$ cat config.mk
export PLATFORM = sky130hd
export DESIGN_NAME = gyro_mouse_motion_and_tap_core
export DESIGN_NICKNAME = d
export VERILOG_FILES = /design/src/gmt_pkg.sv /design/src/gmt_front.sv /design/src/gmt_job_q.sv /design/src/gmt_back.sv /design/src/gmt_res_fifo.sv /design/src/gyro_mouse_motion_and_tap_core.sv
export SDC_FILE = /design/constraint.sdc
export NUM_CORES = 1
export LEC_CHECK = 0
export ABC_AREA = 1
export BUFFER_PORTS_ARGS = -buffer_cell sky130_fd_sc_hd__buf_2
export CORE_MARGIN = 10
export CORE_UTILIZATION = 47
export CTS_BUF_LIST = sky130_fd_sc_hd__clkbuf_4
export DETAILED_ROUTE_END_ITERATION = 10
export PLACE_DENSITY_LB_ADDON = 0.05
export SLEW_MARGIN = 0
export SYNTH_ARGS = -nofsm -noshare
export SYNTH_HDL_FRONTEND = slang
export SYNTH_HIERARCHICAL = 1
export SYNTH_SLANG_ARGS = --single-unit
$ cat constraint.sdc
create_clock -name clk -period 8.1 [get_ports clk]
set_input_delay 1.215 -clock clk [delete_from_list [all_inputs] [get_ports clk]]
set_output_delay 1.215 -clock clk [all_outputs]
set_load 0.05 [all_outputs]
$ cat src/gmt_pkg.sv
// Package: shared types, register indexes and record codes for the gyro mouse core.
package gmt_pkg;

    // Configuration register indexes
    localparam logic [2:0] REG_ENABLE        = 3'd0;
    localparam logic [2:0] REG_BIAS_X        = 3'd1;
    localparam logic [2:0] REG_BIAS_Y        = 3'd2;
    localparam logic [2:0] REG_DEADZONE      = 3'd3;
    localparam logic [2:0] REG_GAIN          = 3'd4;
    localparam logic [2:0] REG_INVERT_MASK   = 3'd5;
    localparam logic [2:0] REG_TAP_THRESHOLD = 3'd6;
    localparam logic [2:0] REG_TAP_COOLDOWN  = 3'd7;

    // Record kinds
    localparam logic [1:0] AXIS_X     = 2'd0;
    localparam logic [1:0] AXIS_Y     = 2'd1;
    localparam logic [1:0] AXIS_CLICK = 2'd2;

    localparam int JOB_DEPTH = 2;
    localparam int RES_DEPTH = 4;

    typedef struct packed {
        logic signed [15:0] rate_a;
        logic signed [15:0] rate_b;
        logic signed [15:0] accel_sample;
    } sample_t;

    typedef struct packed {
        logic [1:0]         axis;
        logic signed [15:0] amount;
        logic               last;
    } record_t;

    typedef struct packed {
        logic               enable;
        logic signed [15:0] bias_x;
        logic signed [15:0] bias_y;
        logic [15:0]        deadzone;
        logic [15:0]        gain;
        logic [1:0]         invert_mask;
        logic [15:0]        tap_threshold;
        logic [15:0]        tap_cooldown;
    } cfg_t;

    // One classified sample waiting for the back end
    typedef struct packed {
        logic signed [16:0] dx;
        logic signed [16:0] dy;
        logic               click;
    } job_t;

    typedef struct packed {
        logic valid;
        job_t job;
    } job_wr_t;

    typedef struct packed {
        logic    valid;
        record_t rec;
    } rec_wr_t;

    typedef enum logic [1:0] {
        PH_X,
        PH_Y,
        PH_CLICK
    } phase_t;

endpackage

$ cat src/gmt_front.sv
// Front end: tap detection state, bias subtraction and job generation per sample.
module gmt_front
    import gmt_pkg::*;
(
    input  logic    clk,
    input  logic    rst_n,
    input  logic    accept,
    input  sample_t sample,
    input  cfg_t    cfg,
    output job_wr_t job_wr
);

    logic signed [15:0] prev_accel_reg, prev_accel_next;
    logic [15:0]        since_tap_reg, since_tap_next;
    logic [15:0]        since_inc;
    logic signed [16:0] rise;
    logic               click;

    always_comb
    begin
        since_inc = (since_tap_reg == 16'hFFFF) ? since_tap_reg : since_tap_reg + 16'd1;
        rise      = {sample.accel_sample[15], sample.accel_sample}
                  - {prev_accel_reg[15], prev_accel_reg};
        click     = cfg.enable && (rise > $signed({1'b0, cfg.tap_threshold}))
                  && (since_inc > cfg.tap_cooldown);

        since_tap_next  = since_tap_reg;
        prev_accel_next = prev_accel_reg;
        if (accept)
        begin
            since_tap_next = click ? 16'd0 : since_inc;
            if (cfg.enable)
                prev_accel_next = sample.accel_sample;
        end

        job_wr.valid     = accept && cfg.enable;
        job_wr.job.dx    = {sample.rate_a[15], sample.rate_a} - {cfg.bias_x[15], cfg.bias_x};
        job_wr.job.dy    = {sample.rate_b[15], sample.rate_b} - {cfg.bias_y[15], cfg.bias_y};
        job_wr.job.click = click;
    end

    always_ff @(posedge clk or negedge rst_n)
    begin
        if (!rst_n)
        begin
            prev_accel_reg <= '0;
            since_tap_reg  <= 16'hFFFF;
        end
        else
        begin
            prev_accel_reg <= prev_accel_next;
            since_tap_reg  <= since_tap_next;
        end
    end

endmodule

$ cat src/gmt_job_q.sv
// Job queue: two-entry queue between front end and back end.
module gmt_job_q
    import gmt_pkg::*;
(
    input  logic    clk,
    input  logic    rst_n,
    input  job_wr_t job_wr,
    input  logic    rd,
    output job_t    job,
    output logic    job_valid,
    output logic    full
);

    localparam int PW = $clog2(JOB_DEPTH);

    job_t            mem [JOB_DEPTH];
    logic [PW-1:0]   wr_ptr_reg, rd_ptr_reg;
    logic [PW:0]     count_reg, count_next;
    logic            do_wr, do_rd;

    assign do_wr     = job_wr.valid;
    assign do_rd     = rd && job_valid;
    assign job_valid = (count_reg != '0);
    assign full      = (count_reg == (PW+1)'(JOB_DEPTH));
    assign job       = mem[rd_ptr_reg];

    always_comb
    begin
        count_next = count_reg;
        if (do_wr && !do_rd)
            count_next = count_reg + 1'b1;
        else if (do_rd && !do_wr)
            count_next = count_reg - 1'b1;
    end

    always_ff @(posedge clk)
    begin
        if (do_wr)
            mem[wr_ptr_reg] <= job_wr.job;
    end

    always_ff @(posedge clk or negedge rst_n)
    begin
        if (!rst_n)
        begin
            wr_ptr_reg <= '0;
            rd_ptr_reg <= '0;
            count_reg  <= '0;
        end
        else
        begin
            if (do_wr)
                wr_ptr_reg <= wr_ptr_reg + 1'b1;
            if (do_rd)
                rd_ptr_reg <= rd_ptr_reg + 1'b1;
            count_reg <= count_next;
        end
    end

endmodule

$ cat src/gmt_back.sv
// Back end: record sequencer and two-stage scale pipeline feeding the result queue.
module gmt_back
    import gmt_pkg::*;
(
    input  logic                       clk,
    input  logic                       rst_n,
    input  cfg_t                       cfg,
    input  job_t                       job,
    input  logic                       job_valid,
    output logic                       job_rd,
    input  logic [$clog2(RES_DEPTH):0] res_level,
    output rec_wr_t                    rec_wr
);

    localparam int LW = $clog2(RES_DEPTH) + 1;

    phase_t             phase_reg, phase_next;
    logic               issue;
    logic [LW-1:0]      used;
    logic [1:0]         iss_axis;
    logic               iss_last;
    logic signed [16:0] iss_d;
    logic               iss_inv;
    logic [15:0]        iss_abs;

    logic               s1_valid_reg;
    logic [1:0]         s1_axis_reg;
    logic               s1_last_reg;
    logic               s1_neg_reg;
    logic               s1_zero_reg;
    logic [15:0]        s1_mag_reg;

    logic               s2_valid_reg;
    logic [1:0]         s2_axis_reg;
    logic               s2_last_reg;
    logic               s2_neg_reg;
    logic               s2_zero_reg;
    logic [15:0]        s2_prod_reg;
    logic [31:0]        prod;
    logic [15:0]        neg_val;

    // Issue only when the result queue has room for everything in flight
    assign used  = res_level + LW'(s1_valid_reg) + LW'(s2_valid_reg);
    assign issue = job_valid && (used < LW'(RES_DEPTH));

    always_comb
    begin
        phase_next = phase_reg;
        if (issue)
        begin
            unique case (phase_reg)
                PH_X:     phase_next = PH_Y;
                PH_Y:     phase_next = job.click ? PH_CLICK : PH_X;
                PH_CLICK: phase_next = PH_X;
                default:  phase_next = PH_X;
            endcase
        end
    end

    always_comb
    begin
        iss_axis = AXIS_X;
        iss_last = 1'b0;
        iss_d    = job.dx;
        iss_inv  = cfg.invert_mask[0];
        job_rd   = 1'b0;
        unique case (phase_reg)
            PH_X:
            begin
                iss_axis = AXIS_X;
            end
            PH_Y:
            begin
                iss_axis = AXIS_Y;
                iss_d    = job.dy;
                iss_inv  = cfg.invert_mask[1];
                iss_last = !job.click;
                job_rd   = issue && !job.click;
            end
            PH_CLICK:
            begin
                iss_axis = AXIS_CLICK;
                iss_last = 1'b1;
                job_rd   = issue;
            end
            default:
            begin
                iss_axis = AXIS_X;
            end
        endcase
        // |d| never exceeds 65535, so the magnitude fits 16 bits
        iss_abs = iss_d[16] ? 16'(-iss_d) : 16'(iss_d);
    end

    always_ff @(posedge clk or negedge rst_n)
    begin
        if (!rst_n)
        begin
            phase_reg    <= PH_X;
            s1_valid_reg <= 1'b0;
            s2_valid_reg <= 1'b0;
        end
        else
        begin
            phase_reg    <= phase_next;
            s1_valid_reg <= issue;
            s2_valid_reg <= s1_valid_reg;
        end
    end

    // Stage 1: magnitude, deadzone and output sign
    always_ff @(posedge clk)
    begin
        s1_axis_reg <= iss_axis;
        s1_last_reg <= iss_last;
        s1_neg_reg  <= iss_d[16] ^ iss_inv;
        s1_mag_reg  <= iss_abs;
        s1_zero_reg <= (iss_abs < cfg.deadzone);
    end

    // Stage 2: Q16 gain, keep the integer part
    assign prod = s1_mag_reg * cfg.gain;

    always_ff @(posedge clk)
    begin
        s2_axis_reg <= s1_axis_reg;
        s2_last_reg <= s1_last_reg;
        s2_neg_reg  <= s1_neg_reg;
        s2_zero_reg <= s1_zero_reg;
        s2_prod_reg <= prod[31:16];
    end

    // Output: click records carry 1, deadzone gives 0, else restore sign and clamp to int16
    assign neg_val = ~s2_prod_reg + 16'd1;

    always_comb
    begin
        rec_wr.valid    = s2_valid_reg;
        rec_wr.rec.axis = s2_axis_reg;
        rec_wr.rec.last = s2_last_reg;
        priority if (s2_axis_reg == AXIS_CLICK)
            rec_wr.rec.amount = 16'sd1;
        else if (s2_zero_reg)
            rec_wr.rec.amount = '0;
        else if (s2_neg_reg)
            rec_wr.rec.amount = (s2_prod_reg > 16'd32768) ? 16'sh8000 : $signed(neg_val);
        else
            rec_wr.rec.amount = (s2_prod_reg > 16'd32767) ? 16'sh7FFF : $signed(s2_prod_reg);
    end

endmodule

$ cat src/gmt_res_fifo.sv
// Result queue: holds finished records until the consumer pops them.
module gmt_res_fifo
    import gmt_pkg::*;
(
    input  logic                       clk,
    input  logic                       rst_n,
    input  rec_wr_t                    rec_wr,
    input  logic                       pop,
    output record_t                    record,
    output logic                       empty,
    output logic [$clog2(RES_DEPTH):0] level
);

    localparam int PW = $clog2(RES_DEPTH);

    record_t       mem [RES_DEPTH];
    logic [PW-1:0] wr_ptr_reg, rd_ptr_reg;
    logic [PW:0]   count_reg, count_next;
    logic          do_rd;

    assign empty  = (count_reg == '0);
    assign do_rd  = pop && !empty;
    assign record = mem[rd_ptr_reg];
    assign level  = count_reg;

    always_comb
    begin
        count_next = count_reg;
        if (rec_wr.valid && !do_rd)
            count_next = count_reg + 1'b1;
        else if (do_rd && !rec_wr.valid)
            count_next = count_reg - 1'b1;
    end

    always_ff @(posedge clk)
    begin
        if (rec_wr.valid)
            mem[wr_ptr_reg] <= rec_wr.rec;
    end

    always_ff @(posedge clk or negedge rst_n)
    begin
        if (!rst_n)
        begin
            wr_ptr_reg <= '0;
            rd_ptr_reg <= '0;
            count_reg  <= '0;
        end
        else
        begin
            if (rec_wr.valid)
                wr_ptr_reg <= wr_ptr_reg + 1'b1;
            if (do_rd)
                rd_ptr_reg <= rd_ptr_reg + 1'b1;
            count_reg <= count_next;
        end
    end

endmodule

$ cat src/gyro_mouse_motion_and_tap_core.sv
// Top level: gyro mouse motion and tap record generator with configuration registers.
//
//  channel   handshake                 payload
//  -------   ------------------------  -------------------------------------
//  samples   push in / full out        sample : rate_a, rate_b, accel_sample
//  records   pop in / empty out        record : axis, amount, last
//  config    cfg_valid / cfg_ready     cfg_index (3 b), cfg_data (16 b)
//
//  An enabled sample yields two records (X, Y) or three (X, Y, click); the
//  record sequencer issues one record per cycle into the scale pipeline while
//  a job waits and the result queue has room. The first record passes the job
//  queue, the stage 1 and stage 2 registers and the result queue before popping.
//  A disabled sample only advances the tap counter.
//  Reset (rst_n low, asynchronous) empties both queues and loads register
//  defaults; cfg_ready is always high. Stalls on pop back up through the
//  result queue into the job queue, and full rises once two jobs wait.
module gyro_mouse_motion_and_tap_core
    import gmt_pkg::*;
(
    input  logic        clk,
    input  logic        rst_n,
    input  logic        push,
    output logic        full,
    input  sample_t     sample,
    input  logic        pop,
    output logic        empty,
    output record_t     record,
    input  logic        cfg_valid,
    output logic        cfg_ready,
    input  logic [2:0]  cfg_index,
    input  logic [15:0] cfg_data
);

    cfg_t                       cfg_reg, cfg_next;
    logic                       accept;
    job_wr_t                    job_wr;
    job_t                       job;
    logic                       job_valid;
    logic                       job_rd;
    rec_wr_t                    rec_wr;
    logic [$clog2(RES_DEPTH):0] res_level;

    assign cfg_ready = 1'b1;
    assign accept    = push && !full;

    // Register file: decode index, hold everything else
    always_comb
    begin
        cfg_next = cfg_reg;
        if (cfg_valid && cfg_ready)
        begin
            unique case (cfg_index)
                REG_ENABLE:        cfg_next.enable        = cfg_data[0];
                REG_BIAS_X:        cfg_next.bias_x        = $signed(cfg_data);
                REG_BIAS_Y:        cfg_next.bias_y        = $signed(cfg_data);
                REG_DEADZONE:      cfg_next.deadzone      = cfg_data;
                REG_GAIN:          cfg_next.gain          = cfg_data;
                REG_INVERT_MASK:   cfg_next.invert_mask   = cfg_data[1:0];
                REG_TAP_THRESHOLD: cfg_next.tap_threshold = cfg_data;
                REG_TAP_COOLDOWN:  cfg_next.tap_cooldown  = cfg_data;
                default:           cfg_next = cfg_reg;
            endcase
        end
    end

    always_ff @(posedge clk or negedge rst_n)
    begin
        if (!rst_n)
        begin
            cfg_reg.enable        <= 1'b1;
            cfg_reg.bias_x        <= '0;
            cfg_reg.bias_y        <= '0;
            cfg_reg.deadzone      <= 16'd524;
            cfg_reg.gain          <= 16'd1251;
            cfg_reg.invert_mask   <= 2'd2;
            cfg_reg.tap_threshold <= 16'd9830;
            cfg_reg.tap_cooldown  <= 16'd30;
        end
        else
        begin
            cfg_reg <= cfg_next;
        end
    end

    // Front end: classify the sample, advance tap state
    gmt_front u_front (
        .clk    (clk),
        .rst_n  (rst_n),
        .accept (accept),
        .sample (sample),
        .cfg    (cfg_reg),
        .job_wr (job_wr)
    );

    // Decouple classification from record generation
    gmt_job_q u_job_q (
        .clk       (clk),
        .rst_n     (rst_n),
        .job_wr    (job_wr),
        .rd        (job_rd),
        .job       (job),
        .job_valid (job_valid),
        .full      (full)
    );

    // Back end: sequence records through the scale pipeline
    gmt_back u_back (
        .clk       (clk),
        .rst_n     (rst_n),
        .cfg       (cfg_reg),
        .job       (job),
        .job_valid (job_valid),
        .job_rd    (job_rd),
        .res_level (res_level),
        .rec_wr    (rec_wr)
    );

    gmt_res_fifo u_res_fifo (
        .clk    (clk),
        .rst_n  (rst_n),
        .rec_wr (rec_wr),
        .pop    (pop),
        .record (record),
        .empty  (empty),
        .level  (res_level)
    );

    // The credit check must keep the result queue from overflowing
    a_res_no_overflow: assert property (@(posedge clk) disable iff (!rst_n)
        rec_wr.valid |-> (res_level < ($clog2(RES_DEPTH)+1)'(RES_DEPTH)) || (pop && !empty))
        else $error("result queue overflow");

    // A click record closes its sample and carries amount 1
    a_click_record: assert property (@(posedge clk) disable iff (!rst_n)
        (!empty && record.axis == AXIS_CLICK) |-> (record.last && record.amount == 16'sd1))
        else $error("malformed click record");

    // A horizontal record never ends a sample
    a_x_not_last: assert property (@(posedge clk) disable iff (!rst_n)
        (!empty && record.axis == AXIS_X) |-> !record.last)
        else $error("horizontal record marked last");

    // A job is only released while one is waiting
    a_job_release: assert property (@(posedge clk) disable iff (!rst_n)
        job_rd |-> job_valid)
        else $error("job released while queue empty");

endmodule
; After elaboration in Yosys (flattened, before gate mapping)
; Memories as Yosys holds them, arrays and structs flattened.
; Cells that the tools add are included.
[word_totals]
elab_cells = 125
inputBits = 72
regBits = 188
ram_bits = 146
output_inout_bits = 22
n_memories = 2
[memory_table]
columns = name, words, word_bits, read_ports, rd_ports_with_merged_regs, write_ports, line_no
row1 = u_res_fifo.mem, 4, 19, 1, 0, 1, gmt_res_fifo.sv:16  ; record_t mem [RES_DEPTH];
row2 = u_job_q.mem, 2, 35, 1, 0, 1, gmt_job_q.sv:16  ; job_t mem [JOB_DEPTH];
[classes]
mux = 23
bitwise = 2
reduce_logical = 34
eq_ne = 12
addsub = 16
multipliers = 1
magnitude_cmp = 6
[ops]
columns = cell, n
row1 = $mux W16, 8
row2 = $sub A16 B16 Y17, 3
row3 = $add A16 B1 Y16 const B, 2
row4 = $mul A16 B16 Y32, 1
row5 = $reduce_and A2 Y1, 9
row6 = $gt A17 B17 Y1, 1
row7 = $mux W17, 1
row8 = $eq A16 B16 Y1 const B, 1
row9 = $gt A16 B15 Y1 const B, 1
row10 = $gt A16 B16 Y1, 1
row11 = $gt A16 B16 Y1 const B, 1
row12 = $lt A16 B16 Y1, 1
row13 = $neg A16 Y16, 1
row14 = $not A16 Y16, 1
row15 = $eq A3 B3 Y1 const B, 4
row16 = $logic_and A1 B1 Y1, 12
row17 = $pmux W2 S2, 2
row18 = $logic_not A1 Y1, 7
row19 = $add A2 B1 Y2 const B, 3
row20 = $add A3 B1 Y3, 2
row21 = $eq A2 B2 Y1 const B, 3
row22 = $eq A3 B2 Y1 const B, 2
row23 = $logic_not A3 Y1, 2
row24 = $mux W2, 3
row25 = other kinds (13), 22

; Logic depth before layout (Yosys ltp)
[logic_depth]
ltp_word = 10
ltp_mapped = 27
ltp_nobuf = 25

; Hierarchy
; The synthesis kept the hierarchy.
[modules_own_cells]
columns = module, n_inst, cells_each, area_each_um2
row1 = gmt_back, 1, 1667, 11805.1
row2 = gmt_front, 1, 747, 4957.3
row3 = gyro_mouse_motion_and_tap_core, 1, 445, 3918.8
row4 = gmt_res_fifo, 1, 277, 3589.7
row5 = gmt_job_q, 1, 210, 2825.2

; Worst setup path after synthesis
; No wires, ideal clock.
[synth_path]
path_kind = register to register
start = register cfg_reg[41] in the netlist's numbering
end = register u_back.s2_prod_reg[11]
path_stages_with_launch = 24
setup_time_ns = 0.112
arrival_ns = 5.357
synth_period_minus_slack_ns = 5.470
t_required_ns = 7.988
slack_ns = 2.630
cell_sequence = dfstp_2 -> clkbuf_1 -> clkbuf_1 -> nand2_1 -> fa_1 -> inv_1 -> fa_1 -> inv_1 -> fa_1 -> inv_1 -> fa_1 -> fa_1 -> inv_1 -> fa_1 -> inv_1 -> ha_1 -> a21oi_1 -> o21ai_0 -> a21oi_1 -> nor2_1 -> nor2_1 -> nand2_1 -> nand2_1 -> nand2_1
[synth_between]
elab_chain_len = 1
[synth_rtl]
columns = element, line_no
row1 = from (decl), gyro_mouse_motion_and_tap_core.sv:34  ; cfg_t cfg_reg, cfg_next;
row2 = from (signal assigned), gyro_mouse_motion_and_tap_core.sv:81  ; cfg_reg <= cfg_next;
row3 = $mul A16 B16 Y32, gmt_back.sv:122  ; assign prod = s1_mag_reg * cfg.gain;
row4 = net u_back.prod[27], gmt_back.sv:39  ; logic [31:0] prod;
row5 = to (signal assigned), gmt_back.sv:130  ; s2_prod_reg <= prod[31:16];
row6 = to (decl), gmt_back.sv:38  ; logic [15:0] s2_prod_reg;
; The timed path passes the listed nets, and every way through them passes these cells.
; A chain may end at the register's enable or synchronous reset.

; Final worst setup path
[layout_path]
start = register u_back.s1_mag_reg[5]
end = register u_back.s2_prod_reg[11]
[layout_between]
elab_chain_len = 1
[layout_rtl]
columns = element, line_no
row1 = from (decl), gmt_back.sv:31  ; logic [15:0] s1_mag_reg;
row2 = from (signal assigned), gmt_back.sv:117  ; s1_mag_reg <= iss_abs;
row3 = $mul A16 B16 Y32, gmt_back.sv:122
row4 = net u_back.prod[27], gmt_back.sv:39
; The timed path passes the listed nets, and every way through them passes these cells.

==> reports/metrics.cfg <==
[final_layout]
final_common_cell = nand2_1
drive_gt1_share_pct = 11.6
n_fill_cell = 5574
largest_reg_flops = 99
nets = 3900
final_cell_mix = 1075 x nand2_1, 671 x inv_1, 210 x ha_1, 197 x fa_1, 146 x edfxtp_1
area_growth_pct = 7.68

[synthesis]
syn-num-nets = 3825
synth-compound-area-share_pct = 6.52
synth-seq-cells = 334
synth_area_per_cell_sq_um = 8.10
synthMuxAreaShare_pct = 0.0369
synth_area_sq_um = 27100
ys_types = 54
synth_top_family_by_area = adder cells
yosysSeqAreaShare_pct = 32.9
synth-warning-count = 6
synth-simple-area-share_pct = 21.8
synthAdderAreaFrac_pct = 24.3
synth_edf_count = 146
synthFlopType = edfxtp_1
postSynthCellCount = 3346
async_reset_ff_share_pct = 43.7
synth_xor_xnor_area_share_pct = 2.52

[critical_path]
crit_required_ns = 8.85
crit_top_cell = fa_1
critPathBufInv = 5
cp_max_fo = 16
cp-start-kind = register
crit_arrival_ns = 6.67
cp_slowest_stage_delay_ns = 0.84
crit_family = adder cells
ff2ff_setup_slack_ns = 2.17
path_cells = nand2_1 -> fa_1 -> inv_1 -> fa_1 -> inv_1 -> fa_1 -> inv_1 -> fa_1 -> fa_1 -> inv_1 -> fa_1 -> inv_1 -> ha_1 -> a21oi_1 -> o21ai_0 -> a21oi_1 -> nor2_1 -> nor2_1 -> nand2_1 -> nand2_1 -> nand2_1
end_kind = register
crit_type = register to register
slowest_stage = dfxtp_1

[hold_path]
hold_path_class = register to register

[sta]
worst_pin_slew_ns = 1.09
setup_viol_count_final = 0
relSlewSlack_pct = 27.2
fin_tns_setup_ns = 0
rsz0062_at_grt = no
fmax_mhz = 169
clock_skew_ns = 0.0987
finalHoldViolations = 0
drv_slew = 0
period_share_pct = 73.2
period_minus_slack_ns = 5.93

[cts]
clock-root-buffer = clkbuf_4
ctsHoldBuffers = 0
post_cts_buffers = 0
cts_resized = 0
clock_sinks = 334
clkSlewWorstSetupHoldPaths_ns = 0.07
cts_made_buffers = 94
clk_path_buf_depth = 3
h-tree-depth = 3
cts_tree = built
clkLatencyLatePin_ns = 0.88

[detailed_routing]
avgRoutedWirePerCell_microns = 16.6
via_count = 21100
drtIter0Drc = 1176
ant_nets = 0
drc = 0
routed_wl_microns = 70800
first_pass_iters = 6
viasPerCell = 4.96

[global_route]
gr-usage-all-layers_pct = 21.1
grt_max_degree = 97
first_global_vias = 21800
antenna_found_initial = 5
overflow = 0
grt_first_pass_wirelength_microns = 114000

[die]
die_y_microns = 260
coreArea_sq_um = 56700
num_rows = 87
die_x_microns = 260
start_util_pct = 47.8
die_area_sq_um = 67700
ios = 94

[job]
drv_cap = 0

[placed_design]
gp_congestion = 0.906
numPortBuffers = 92
dp_hpwl_microns = 53300

[status]
run_status = finished, final reports clean

## logic make-up (layout without fill, tap and decap cells)
family / Yosys count / after routing
AOI/OAI and AO/OA: 283 / 283
and+or+nand+nor: 1430 / 1430
buffers and inverters: 812 / 964
xor gates and xnor gates: 78 / 78
adders and majority gates: 407 / 407
other: 1 / 5
DFF: 334 / 334
muxes: 1 / 1
## worst register-to-register path, stage by stage (launching register included)
cell and delay, ns:
dfxtp_1 0.84, nand2_1 0.18, fa_1 0.56, inv_1 0.05, fa_1 0.50, inv_1 0.05, fa_1 0.48, inv_1 0.06
fa_1 0.50, fa_1 0.55, inv_1 0.06, fa_1 0.52, inv_1 0.04, ha_1 0.31, a21oi_1 0.26, o21ai_0 0.23
a21oi_1 0.26, nor2_1 0.08, nor2_1 0.14, nand2_1 0.09, nand2_1 0.06, nand2_1 0.04
## area by class of cell
cell class                 instances  area [sq um]  area share [%]
inverter                         691          2600            8.92
multi-input combinational       2200         14900            51.2
tap                              756           946            3.24
antenna                            4          10.0          0.0343
timing repair buffer             100           527            1.81
clock buffer                     138          1040            3.55
sequential                       334          8930            30.6
clock inverter                    35           193           0.660
## through the flow
step	area (sq um)	cells	hold slack, ns	util [%]	worst slack, ns
after floorplan	27100	3346	0.310	-	2.63
after global placement	27900	4081	0.312	49.3	2.10
after CTS	29200	4254	0.312	51.4	2.14
after global routing	29200	4258	0.325	51.4	1.75
final	29200	4258	0.292	51.4	2.17
after detailed placement	27900	4081	0.312	49.3	2.17
## path summary, 6_finish.rpt
| kind | to | start | cells after the start |
|---|---|---|---|
| max | u_back/s2_prod_reg[11] | u_back/s1_mag_reg[5] | 21 |
| min | u_back/s2_neg_reg | u_back/s1_neg_reg | 0 |
| max reg2reg | u_back/s2_prod_reg[11] | u_back/s1_mag_reg[5] | 21 |
| min reg2reg | u_back/s2_neg_reg | u_back/s1_neg_reg | 0 |
| max in group asynchronous | u_job_q/rd_ptr_reg | rst_n | 2 |
| min in group asynchronous | u_front/prev_accel_reg[4] | rst_n | 1 |
## synthesized netlist by cell type, types with 12 or more instances
master    instances  area share (%)
buf_6            13            0.54
xnor2_1          25            0.81
o211ai_1         12            0.33
edfxtp_1        146              16
nand2_1        1075              15
o21ai_0          71             1.3
dfxtp_1          42             3.1
nand3_1         118             2.2
nand4_1          28            0.65
inv_2            16            0.22
nor3_1           24            0.44
xor2_1           53             1.7
buf_2            19            0.35
a21o_1           15            0.42
dfstp_2          38             3.7
o21ai_1          21            0.39
o211ai_2         29             1.3
fa_1            197              15
a21oi_1         107             2.0
nor2_1          107             1.5
ha_1            210             9.7
dfrtp_1         108              10
nand2_2          32            0.74
inv_1           671             9.3
clkbuf_1         77             1.1
nor2_2           12            0.28
## layer usage
metal | global-route usage (%) | vias to the layer above | part of all wire, %
li1 | - | 10500 | -
met1 | 26.5 | 10100 | 44
met2 | 37.0 | 480 | 49
met3 | 3.20 | 115 | 4.3
met4 | 6.43 | 4 | 2.5
met5 | 0 | - | 0.037
Power is not shown: default switching activity piles up to over one toggle a cycle in this logic, so the estimate is an artifact.
